--- config.mk ---
export PLATFORM = sky130hd
export DESIGN_NAME = disk_elevator_scheduler_unit
export DESIGN_NICKNAME = d
export VERILOG_FILES = /design/src/hdl/des_pkg.sv /design/src/hdl/des_cfg.sv /design/src/hdl/des_store.sv /design/src/hdl/des_ctrl.sv /design/src/hdl/disk_elevator_scheduler_unit.sv
export SDC_FILE = /design/constraint.sdc
export NUM_CORES = 1
export LEC_CHECK = 0
export BUFFER_PORTS_ARGS = -buffer_cell sky130_fd_sc_hd__buf_4
export CAP_MARGIN = 30
export CORE_MARGIN = 2
export CORE_UTILIZATION = 65
export CTS_CLUSTER_SIZE = 25
export DETAILED_ROUTE_END_ITERATION = 8
export GPL_ROUTABILITY_DRIVEN = 0
export PLACE_DENSITY = 0.91
export SETUP_SLACK_MARGIN = 0.2
export SLEW_MARGIN = 20
export SYNTH_ARGS = -nofsm -noshare
export SYNTH_HDL_FRONTEND = slang
export SYNTH_HIERARCHICAL = 1
export SYNTH_SLANG_ARGS = --single-unit
--- constraint.sdc ---
create_clock -name clk -period 7 [get_ports clk]
set_clock_uncertainty 0.1 [all_clocks]
set_input_delay 1.4 -clock clk [delete_from_list [all_inputs] [get_ports clk]]
set_output_delay 1.4 -clock clk [all_outputs]
set_load 0.05 [all_outputs]
--- src/hdl/des_pkg.sv ---
// shared constants for the disk elevator scheduler
package des_pkg;

	localparam int MAX_REQUESTS_DEF = 32;
	localparam int CYL_BITS_DEF     = 16;

	localparam int CYL_W    = 16;
	localparam int SEEK_W   = 22;
	localparam int APB_AW   = 3;
	localparam int APB_DW   = 32;

	localparam logic [SEEK_W-1:0] SEEK_MAX = {SEEK_W{1'b1}};

	typedef enum logic [0:0] {
		REG_START_HEAD = 1'b0,
		REG_SWEEP_UP   = 1'b1
	} reg_idx_t;

endpackage

--- src/hdl/des_cfg.sv ---
// configuration registers behind the apb port
module des_cfg (
	input  logic                        clk,
	input  logic                        arst_n,
	input  logic                        psel,
	input  logic                        penable,
	input  logic                        pwrite,
	input  logic [des_pkg::APB_AW-1:0]  paddr,
	input  logic [des_pkg::APB_DW-1:0]  pwdata,
	output logic [des_pkg::APB_DW-1:0]  prdata,
	output logic                        pready,
	output logic [des_pkg::CYL_W-1:0]   start_head,
	output logic                        sweep_up
);

	logic [des_pkg::CYL_W-1:0] head_q;
	logic                      sweep_q;
	logic                      wr_en;

	assign pready = 1'b1;
	assign wr_en  = psel && penable && pwrite && pready;

	always_ff @(posedge clk or negedge arst_n) begin
		if (!arst_n) begin
			head_q  <= '0;
			sweep_q <= 1'b1;
		end else if (wr_en) begin
			case (paddr[2])
				des_pkg::REG_START_HEAD: head_q  <= pwdata[des_pkg::CYL_W-1:0];
				des_pkg::REG_SWEEP_UP:   sweep_q <= pwdata[0];
				default: ;
			endcase
		end
	end

	always_comb begin
		case (paddr[2])
			des_pkg::REG_START_HEAD:
				prdata = {{(des_pkg::APB_DW-des_pkg::CYL_W){1'b0}}, head_q};
			des_pkg::REG_SWEEP_UP:
				prdata = {{(des_pkg::APB_DW-1){1'b0}}, sweep_q};
			default:
				prdata = '0;
		endcase
	end

	assign start_head = head_q;
	assign sweep_up   = sweep_q;

endmodule

--- src/hdl/des_store.sv ---
// request store, one write port and one registered read port
module des_store #(
	parameter int DEPTH = des_pkg::MAX_REQUESTS_DEF,
	parameter int CW    = des_pkg::CYL_BITS_DEF,
	localparam int IW   = (DEPTH > 1) ? $clog2(DEPTH) : 1
) (
	input  logic          clk,
	input  logic          we,
	input  logic [IW-1:0] waddr,
	input  logic [CW-1:0] wdata,
	input  logic [IW-1:0] raddr,
	output logic [CW-1:0] rdata
);

	logic [CW-1:0] mem [DEPTH];
	logic [CW-1:0] rdata_q;

	always_ff @(posedge clk) begin
		if (we) begin
			mem[waddr] <= wdata;
		end
		rdata_q <= mem[raddr];
	end

	assign rdata = rdata_q;

endmodule

--- src/hdl/des_ctrl.sv ---
// batch loading, scan sequencer and visit output registers
module des_ctrl #(
	parameter int MAX_REQUESTS = des_pkg::MAX_REQUESTS_DEF,
	parameter int CYL_BITS     = des_pkg::CYL_BITS_DEF,
	localparam int IW          = (MAX_REQUESTS > 1) ? $clog2(MAX_REQUESTS) : 1,
	localparam int CW          = CYL_BITS
) (
	input  logic                         clk,
	input  logic                         arst_n,
	input  logic                         start,
	output logic                         busy,
	input  logic [des_pkg::CYL_W-1:0]    cylinder,
	input  logic                         batch_end,
	input  logic [des_pkg::CYL_W-1:0]    cfg_head,
	input  logic                         cfg_sweep,
	output logic                         mem_we,
	output logic [IW-1:0]                mem_waddr,
	output logic [CW-1:0]                mem_wdata,
	output logic [IW-1:0]                mem_raddr,
	input  logic [CW-1:0]                mem_rdata,
	output logic                         visit_strobe,
	output logic [des_pkg::CYL_W-1:0]    visit_cylinder,
	output logic [des_pkg::SEEK_W-1:0]   total_seek,
	output logic                         visit_last,
	output logic                         dropped
);

	localparam int CNTW = $clog2(MAX_REQUESTS + 1);
	localparam int SUMW = ((CW > des_pkg::SEEK_W) ? CW : des_pkg::SEEK_W) + 1;

	typedef enum logic [2:0] {
		ST_IDLE = 3'b001,
		ST_HEAD = 3'b010,
		ST_SCAN = 3'b100
	} state_t;

	state_t                       state_q;
	logic [CNTW-1:0]              cnt_q;
	logic                         ovf_q;
	logic [CW-1:0]                head_q;
	logic                         sweep_q;
	logic                         phase_q;
	logic [CNTW-1:0]              issue_q;
	logic [CNTW-1:0]              remain_q;
	logic                         found_q;
	logic [CW-1:0]                best_q;
	logic [IW-1:0]                best_idx_q;
	logic [CW-1:0]                at_q;
	logic [MAX_REQUESTS-1:0]      used_q;
	logic                         rd_vld_s1;
	logic [IW-1:0]                rd_idx_s1;
	logic                         strobe_q;
	logic [des_pkg::CYL_W-1:0]    visit_q;
	logic [des_pkg::SEEK_W-1:0]   seek_q;
	logic                         last_q;
	logic                         drop_q;

	logic                         accept;
	logic                         has_room;
	logic [CW+des_pkg::CYL_W-1:0] cyl_ext;
	logic [CW+des_pkg::CYL_W-1:0] head_ext;
	logic [CW+des_pkg::CYL_W-1:0] best_ext;
	logic [CW+des_pkg::CYL_W-1:0] hq_ext;
	logic                         issuing;
	logic                         scan_done;
	logic                         asc;
	logic                         ge;
	logic                         better;
	logic                         take;
	logic [CW-1:0]                travel;
	logic [SUMW-1:0]              sum;

	assign busy     = (state_q != ST_IDLE);
	assign accept   = start && (state_q == ST_IDLE);
	assign has_room = (cnt_q < CNTW'(MAX_REQUESTS));
	assign cyl_ext  = {{CW{1'b0}}, cylinder};
	assign head_ext = {{CW{1'b0}}, cfg_head};
	assign best_ext = {{des_pkg::CYL_W{1'b0}}, best_q};
	assign hq_ext   = {{des_pkg::CYL_W{1'b0}}, head_q};

	assign mem_we    = accept && has_room;
	assign mem_waddr = cnt_q[IW-1:0];
	assign mem_wdata = cyl_ext[CW-1:0];
	assign mem_raddr = issue_q[IW-1:0];

	assign issuing   = (state_q == ST_SCAN) && (issue_q < cnt_q);
	assign scan_done = (state_q == ST_SCAN) && !issuing && !rd_vld_s1;

	// ascending over requests at or above the head, descending below it
	assign asc    = phase_q ^ sweep_q;
	assign ge     = (mem_rdata >= head_q);
	assign better = !found_q || (asc ? (mem_rdata < best_q) : (mem_rdata > best_q));
	assign take   = rd_vld_s1 && !used_q[rd_idx_s1] && (ge == asc) && better;

	assign travel = (best_q > at_q) ? (best_q - at_q) : (at_q - best_q);
	assign sum    = SUMW'(seek_q) + SUMW'(travel);

	always_ff @(posedge clk or negedge arst_n) begin
		if (!arst_n) begin
			state_q   <= ST_IDLE;
			cnt_q     <= '0;
			ovf_q     <= 1'b0;
			phase_q   <= 1'b0;
			issue_q   <= '0;
			remain_q  <= '0;
			found_q   <= 1'b0;
			used_q    <= '0;
			rd_vld_s1 <= 1'b0;
			strobe_q  <= 1'b0;
		end else begin
			strobe_q  <= (state_q == ST_HEAD) || (scan_done && found_q);
			rd_vld_s1 <= issuing;
			if (issuing) begin
				issue_q <= issue_q + 1'b1;
			end
			if (take) begin
				found_q <= 1'b1;
			end
			case (state_q)
				ST_IDLE: begin
					if (accept) begin
						if (has_room) begin
							cnt_q <= cnt_q + 1'b1;
						end else begin
							ovf_q <= 1'b1;
						end
						if (batch_end) begin
							state_q <= ST_HEAD;
						end
					end
				end
				ST_HEAD: begin
					used_q   <= '0;
					remain_q <= cnt_q;
					phase_q  <= 1'b0;
					issue_q  <= '0;
					found_q  <= 1'b0;
					if (cnt_q == '0) begin
						state_q <= ST_IDLE;
						ovf_q   <= 1'b0;
					end else begin
						state_q <= ST_SCAN;
					end
				end
				ST_SCAN: begin
					if (scan_done) begin
						issue_q <= '0;
						found_q <= 1'b0;
						if (found_q) begin
							used_q[best_idx_q] <= 1'b1;
							remain_q           <= remain_q - 1'b1;
							if (remain_q == CNTW'(1)) begin
								state_q <= ST_IDLE;
								cnt_q   <= '0;
								ovf_q   <= 1'b0;
							end
						end else if (!phase_q) begin
							phase_q <= 1'b1;
						end else begin
							state_q <= ST_IDLE;
							cnt_q   <= '0;
							ovf_q   <= 1'b0;
						end
					end
				end
				default: state_q <= ST_IDLE;
			endcase
		end
	end

	always_ff @(posedge clk) begin
		if (accept && batch_end) begin
			head_q  <= head_ext[CW-1:0];
			sweep_q <= cfg_sweep;
		end
		if (take) begin
			best_q     <= mem_rdata;
			best_idx_q <= rd_idx_s1;
		end
		rd_idx_s1 <= issue_q[IW-1:0];
		if (state_q == ST_HEAD) begin
			at_q    <= head_q;
			visit_q <= hq_ext[des_pkg::CYL_W-1:0];
			seek_q  <= '0;
			last_q  <= (cnt_q == '0);
			drop_q  <= ovf_q;
		end else if (scan_done && found_q) begin
			at_q    <= best_q;
			visit_q <= best_ext[des_pkg::CYL_W-1:0];
			if (sum > SUMW'(des_pkg::SEEK_MAX)) begin
				seek_q <= des_pkg::SEEK_MAX;
			end else begin
				seek_q <= sum[des_pkg::SEEK_W-1:0];
			end
			last_q  <= (remain_q == CNTW'(1));
			drop_q  <= ovf_q;
		end
	end

	assign visit_strobe   = strobe_q;
	assign visit_cylinder = visit_q;
	assign total_seek     = seek_q;
	assign visit_last     = last_q;
	assign dropped        = drop_q;

endmodule

--- src/hdl/disk_elevator_scheduler_unit.sv ---
// top level of the look disk scheduler
//
// channel   direction  handshake                    payload
// request   in         start & !busy                cylinder, batch_end
// visit     out        visit_strobe (one cycle)     visit_cylinder, total_seek,
//                                                   visit_last, dropped
// config    in         apb write (psel/penable)     start_head @0x0, sweep_up @0x4
//
// a request is written to the store as it is accepted; busy stays low while a batch
// is loading. after the batch_end item the sequencer registers the head visit in its
// head state, then finds each further visit in one pass over the store, plus at most
// one extra pass when the sweep turns.
// the store has one read port, which sets the pass length.
// reset clears the batch count, the overflow flag and the sequencer; the receiver
// cannot stall, each visit is on the ports for exactly one cycle.
module disk_elevator_scheduler_unit #(
	parameter int MAX_REQUESTS = des_pkg::MAX_REQUESTS_DEF,
	parameter int CYL_BITS     = des_pkg::CYL_BITS_DEF
) (
	input  logic                          clk,
	input  logic                          arst_n,
	input  logic                          start,
	output logic                          busy,
	input  logic [des_pkg::CYL_W-1:0]     cylinder,
	input  logic                          batch_end,
	output logic                          visit_strobe,
	output logic [des_pkg::CYL_W-1:0]     visit_cylinder,
	output logic [des_pkg::SEEK_W-1:0]    total_seek,
	output logic                          visit_last,
	output logic                          dropped,
	input  logic                          psel,
	input  logic                          penable,
	input  logic                          pwrite,
	input  logic [des_pkg::APB_AW-1:0]    paddr,
	input  logic [des_pkg::APB_DW-1:0]    pwdata,
	output logic [des_pkg::APB_DW-1:0]    prdata,
	output logic                          pready
);

	localparam int IW = (MAX_REQUESTS > 1) ? $clog2(MAX_REQUESTS) : 1;

	logic [des_pkg::CYL_W-1:0] cfg_head;
	logic                      cfg_sweep;
	logic                      mem_we;
	logic [IW-1:0]             mem_waddr;
	logic [CYL_BITS-1:0]       mem_wdata;
	logic [IW-1:0]             mem_raddr;
	logic [CYL_BITS-1:0]       mem_rdata;

	des_cfg u_cfg (
		.clk        (clk),
		.arst_n     (arst_n),
		.psel       (psel),
		.penable    (penable),
		.pwrite     (pwrite),
		.paddr      (paddr),
		.pwdata     (pwdata),
		.prdata     (prdata),
		.pready     (pready),
		.start_head (cfg_head),
		.sweep_up   (cfg_sweep)
	);

	des_store #(
		.DEPTH (MAX_REQUESTS),
		.CW    (CYL_BITS)
	) u_store (
		.clk   (clk),
		.we    (mem_we),
		.waddr (mem_waddr),
		.wdata (mem_wdata),
		.raddr (mem_raddr),
		.rdata (mem_rdata)
	);

	des_ctrl #(
		.MAX_REQUESTS (MAX_REQUESTS),
		.CYL_BITS     (CYL_BITS)
	) u_ctrl (
		.clk            (clk),
		.arst_n         (arst_n),
		.start          (start),
		.busy           (busy),
		.cylinder       (cylinder),
		.batch_end      (batch_end),
		.cfg_head       (cfg_head),
		.cfg_sweep      (cfg_sweep),
		.mem_we         (mem_we),
		.mem_waddr      (mem_waddr),
		.mem_wdata      (mem_wdata),
		.mem_raddr      (mem_raddr),
		.mem_rdata      (mem_rdata),
		.visit_strobe   (visit_strobe),
		.visit_cylinder (visit_cylinder),
		.total_seek     (total_seek),
		.visit_last     (visit_last),
		.dropped        (dropped)
	);

endmodule
# Word-level counts from Yosys, hierarchy flattened
# Memories as Yosys holds them, arrays and structs flattened. A register that Yosys moved wholly into a read port is not among the register bits.
# Cells that the tools add are included.
[word_totals] mem_bits_rw=512 out_inout_bits=75 n_memories=1 regBits=158 in_bits=58 wordCells=142
[memory_table] name="u_store.mem" depth=32 width=16 rd=1 rd_ports_with_merged_regs=1 wr=1 line="des_store.sv:15" text="logic [CW-1:0] mem [DEPTH];"
[op_classes] magnitude_cmp=10 eq_ne=16 reduce_logical=31 addsub=6 n_mux=54 bitwise=3
[ops] operator="32-bit case mux with 2 select lines" n=2
[ops] operator="32-bit 2-to-1 mux" n=2
[ops] operator="6-bit 2-to-1 mux" n=10
[ops] operator="16-bit 2-to-1 mux" n=3
[ops] operator="6-bit case mux with 2 select lines" n=3
[ops] operator="16-bit > comparator" n=2
[ops] operator="32-bit bitwise OR" n=1
[ops] operator="16-bit subtractor" n=2
[ops] operator="22-bit by 16-bit adder with 23-bit output" n=1
[ops] operator="23-bit by 22-bit > comparator with 1-bit output (second input constant)" n=1
[ops] operator="22-bit 2-to-1 mux" n=1
[ops] operator="3-bit 2-to-1 mux" n=7
[ops] operator="1-bit 2-to-1 mux" n=20
[ops] operator="16-bit >= comparator" n=1
[ops] operator="16-bit less-than comparator" n=1
[ops] operator="1-bit logical AND" n=13
[ops] operator="6-bit by 1-bit adder with 6-bit output (second input constant)" n=2
[ops] operator="5-bit by 6-bit less-than comparator with 1-bit output (second input constant)" n=2
[ops] operator="3-bit case mux with 3 select lines" n=1
[ops] operator="2-bit by 1-bit inequality test with 1-bit output (second input constant)" n=4
[ops] operator="2-bit inequality test (second input constant)" n=4
[ops] operator="7-bit AND reduction" n=1
[ops] operator="6-bit by 1-bit == test with 1-bit output (second input constant)" n=1
[ops] operator="6-bit logical NOT" n=1
[ops] operator="other kinds (24)" n=34

# Longest topological paths before layout
[depth] depth_word=9 ltp_mapped=23 ltp_nobuf=21

# Cells and area by module
# Netlist, hierarchy kept.
[by_module_without_submodules] mod="des_store" area_per_inst_um2=20534.7 cells_per_inst=1143 seq_area_each_um2=15695.1 instances=1
[by_module_without_submodules] mod="des_ctrl" area_per_inst_um2=9058.7 cells_per_inst=948 seq_area_each_um2=3674.8 instances=1
[by_module_without_submodules] mod="des_cfg" area_per_inst_um2=947.2 cells_per_inst=73 seq_area_each_um2=426.7 instances=1

# Worst setup path after synthesis
# Ideal clock, no wire load.
[synth_path] kind="flip-flop to flip-flop" startpoint="register u_ctrl/visit_cylinder[6] (netlist name)" endpoint="register u_ctrl.seek_q (netlist bit u_ctrl/total_seek[10])" path_buffers=4 arrival_time_ns=4.736 stages_incl_launch_ff=22 required_time_ns=6.778 synth_period_minus_slack_ns=4.957 setup_slack_ns=2.043 setup_time_ns=0.122 cell_sequence="edfxtp_1 -> inv_1 -> ha_1 -> buf_2 -> nand4_1 -> a21oi_1 -> o31ai_2 -> a21oi_4 -> buf_2 -> buf_2 -> mux2_2 -> xnor2_1 -> ha_1 -> a21oi_1 -> o22ai_1 -> nor2_1 -> a21oi_1 -> a211oi_1 -> nor3_1 -> nor2_1 -> buf_2 -> a21oi_1"
[synth_lines] element="to (signal assigned)" line="des_ctrl.sv:191" text="seek_q <= des_pkg::SEEK_MAX;"
[synth_lines] element="to (signal assigned)" line="des_ctrl.sv:193" text="seek_q <= sum[des_pkg::SEEK_W-1:0];"
[synth_lines] element="to (decl)" line="des_ctrl.sv:54" text="logic [des_pkg::SEEK_W-1:0] seek_q;"

==> flow_summary_export.csv <==
group,metric,value,unit
detailed_routing,firstDrtPassIters,8,
clock_network,worstSkewPairLatency,0.62,ns
power_and_ir_drop,p_seq_frac,0.428,
worst_setup_path,criticalPathCategory,"reg2reg",
logic_synthesis,synthFlopType,"edfxtp_1",
sta,final_max_slew_viol_count,0,
die,die_y,220.8,um
power_and_ir_drop,p_switching,3836,uW
detailed_routing,drt-total-wl,72870,um
sta,min_period,6.264,ns
worst_setup_path,slowest_delay,0.88,ns
die,dieArea,0.04874,mm2
detailed_routing,drc,0,
sta,setup_viol,0,
sta,slew_headroom,0.3047,
status,status,"finished clean",
power_and_ir_drop,switching_share,0.3223,
worst_setup_path,critical-path-slowest-cell,"o31ai_1",
logic_synthesis,synth_edf_count,568,
sta,setup-tns-final,0,ns
die,core,0.04646,mm2
grt,grt.total_usage,0.2978,
detailed_routing,drtIter0Drc,2159,
logic_synthesis,async_reset_ff_frac,0.1093,
grt,use_met2,0.5167,
sta,rsz0062_at_grt,"false",
die,start_util,0.6574,
final_layout,fin_area,0.03389,mm2
min_path,hold_start,"u_cfg/start_head[11]",
placement,portBuffers,97,
worst_setup_path,critPathCaptureType,"flop",
sta,worstMarginPinSlew,1.043,ns
grt,grtUsageMet3,0.05691,
worst_setup_path,crit_family,"compound AO/OA/AOI/OAI gates",
die,ioPinCount,133,
power_and_ir_drop,clockPowerShare,0.307,
grt,overflow,0,
grt,met1_usage,0.3622,
clock_network,clockBufferDepth,3,
logic_synthesis,netlist_instances,2164,
logic_synthesis,syn_avg_cell_area,14.11,um2
sta,period_share,0.8949,
worst_setup_path,timing.rr.end,"u_ctrl/total_seek[19]",
final_layout,drive_above_1_share,0.1405,
power_and_ir_drop,vdd_ir_drop_max,0.3472,mV
grt,grt_max_degree,145,
worst_setup_path,critPathArrivalTime,6.68,ns
detailed_routing,via_per_inst,6.679,
worst_setup_path,crit_path_max_fanout,27,
clock_network,path_clk_slew,0.06,ns
detailed_routing,avgRoutedWirePerCell,25.02,um
min_path,hold_path_end,"u_ctrl/head_q[11]",
worst_setup_path,critPathLaunch,"u_ctrl/visit_cylinder[5]",
clock_network,clkSinkCount,686,
power_and_ir_drop,total_power,11900,uW
worst_setup_path,crit_path_frequent_cell,"a21oi_1",
worst_setup_path,required,7.42,ns
power_and_ir_drop,intPower,8065,uW
sta,final_hold_viol_count,0,
worst_setup_path,rr_worst_depth,19,
grt,antenna_found_initial,1,
sta,max_clock_freq,0.1596,GHz
placement,place_area,0.03158,mm2
detailed_routing,ant_nets,0,
worst_setup_path,r2r-start,"u_ctrl/visit_cylinder[5]",
min_path,min_path_cells,0,
worst_setup_path,worstSetupStartpointType,"flop",
logic_synthesis,yosysSeqAreaShare,0.6482,
clock_network,cts_tree,"done",
logic_synthesis,syn_area,0.03054,mm2
power_and_ir_drop,p_leak,0.01272,uW
worst_setup_path,crit_buf_inv,1,
die,std_cell_rows,79,
min_path,hold_class,"reg2reg",
clock_network,htree_levels,3,
logic_synthesis,yosys_warnings,6,
clock_network,clk_root_buffer_cell,"clkbuf_16",
clock_network,cts-resized-gates,0,
clock_network,cts_setup_buffers,0,
clock_network,cts_buffers,68,
final_layout,mostFrequentLayoutCells,"edfxtp_1, mux2i_1, a21oi_1, buf_4, nor2_1",
grt,busiest_layer,"met2",
power_and_ir_drop,pwr_density_cell,351.2,mW/mm2
worst_setup_path,ff2ff_setup_slack,0.74,ns
grt,grt_pass1_vias,19320,
final_layout,area.growth.synth_to_final,10.96,%
die,die_w,220.8,um
grt,grt_first_pass_wirelength,108900,um
placement,dp_hpwl,43650,um
final_layout,num_antenna_cells,0,
final_layout,nNetsFinal,2406,
power_and_ir_drop,comb_power_share,0.265,
logic_synthesis,ys_ff_latch,686,
worst_setup_path,cp_cell_sequence,"inv_1 > ha_1 > nand4_1 > a21oi_1 > o31ai_2 > a21oi_4 > mux2_2 > a21o_1 > a221oi_1 > xnor2_1 > ha_1 > nand3_1 > a211oi_1 > nor2_1 > a21oi_1 > a211oi_1 > o31ai_1 > o21ai_0 > a21oi_1",
job,drv_cap,0,
final_layout,final_common_cell,"edfxtp_1",
final_layout,utilization,0.7295,
detailed_routing,vias,19460,
logic_synthesis,ys_types,78,
clock_network,ctsHoldBuffers,0,
==> per-stage QoR <==
step                      hold WS [ns]  cells  worst slack, ns
final                           0.3634   2913           0.7359
after global routing            0.3717   2913           0.3554
after CTS                       0.3626   2908           0.7855
after detailed placement        0.3488   2785           0.8456
after global placement          0.3446   2773            1.108
after floorplan                 0.3064   2179            2.043
==> routing by layer <==
layer | part of all wire | up-vias | wire (um)
met5 | 0.00021 | - | 15
met4 | 0.044 | 2 | 3178
met3 | 0.089 | 252 | 6491
met2 | 0.51 | 1288 | 37150
met1 | 0.36 | 9575 | 26040
li1 | - | 8339 | -
==> layout make-up <==
class	count	area, um2
repair buffers	146	1234
flip-flops and latches	686	19800
multi-input cells	1282	9602
fillers	2700	12570
clock inverters	32	375.4
well taps	607	759.5
clock buffers	91	1859
inverters	69	259.0
==> power groups by stage <==
| stage | clock network (uW) | registers [uW] | logic (uW) |
|---|---|---|---|
| floorplan | 0 | 5060 | 2430 |
| global placement | 0 | 5130 | 2870 |
| detailed placement | 0 | 5160 | 3030 |
| CTS | 3680 | 5090 | 3080 |
| global route | 3820 | 5120 | 3360 |
| finish | 3650 | 5100 | 3150 |
==> cell usage after synthesis (7+ instances only) <==
master | n | share of area
edfxtp_1 | 568 | 0.56
mux2i_1 | 268 | 0.088
a21oi_1 | 133 | 0.022
nor2_1 | 115 | 0.014
nand2_1 | 99 | 0.012
ha_1 | 92 | 0.038
o21ai_0 | 74 | 0.012
dfrtp_1 | 73 | 0.060
inv_1 | 69 | 0.0085
a22oi_1 | 65 | 0.016
buf_4 | 63 | 0.015
nand3_1 | 57 | 0.0093
dfxtp_1 | 43 | 0.028
clkbuf_1 | 35 | 0.0043
nor3_1 | 33 | 0.0054
a22o_1 | 32 | 0.0092
nand4_1 | 28 | 0.0057
a21o_1 | 26 | 0.0064
a31oi_1 | 25 | 0.0051
buf_2 | 24 | 0.0039
nor2b_1 | 18 | 0.0037
xnor2_1 | 18 | 0.0052
xor2_1 | 16 | 0.0046
mux2_2 | 14 | 0.0052
a211oi_1 | 11 | 0.0027
mux2_4 | 11 | 0.0054
mux4_2 | 10 | 0.0074
buf_6 | 8 | 0.0029
nor3b_1 | 8 | 0.0020
or3_1 | 8 | 0.0016
nand3b_1 | 7 | 0.0017
==> kinds of logic after synthesis <==
group	count (synthesis)	synth area share
multiplexers	303	0.1058
XOR/XNOR	34	0.009750
buffers and inverters	211	0.04150
AO/OA/AOI/OAI	412	0.08644
other	2	0.0002459
adder cells (fa/ha/maj)	95	0.03966
AND/OR/NAND/NOR	421	0.06842
flip-flops	686	0.6482
==> how the worst max path moves through the flow <==
stage,cells after the start,end
2_1_floorplan,21,u_ctrl/total_seek[10]
3_3_place_gp,18,u_ctrl/total_seek[21]
3_5_place_dp,18,u_ctrl/total_seek[3]
4_1_cts,18,u_ctrl/total_seek[3]
5_1_grt,19,u_ctrl/total_seek[17]
6_report,19,u_ctrl/total_seek[19]
==> state kept, by name, indices dropped and copies added, names as in the netlist, 3 cells and up <==
signal / flops
u_store/mem: 512
u_ctrl/best_idx_q: 5
u_ctrl/used_q: 32
u_cfg/start_head: 16
u_store/rdata: 16
u_ctrl/total_seek: 22
u_ctrl/remain_q: 6
u_ctrl/cnt_q: 6
u_ctrl/head_q: 16
u_ctrl/state_q: 3
u_ctrl/issue_q: 6
u_ctrl/rd_idx_s1: 5
u_ctrl/visit_cylinder: 16
u_ctrl/best_q: 16
(Power assumes the default switching activity.)
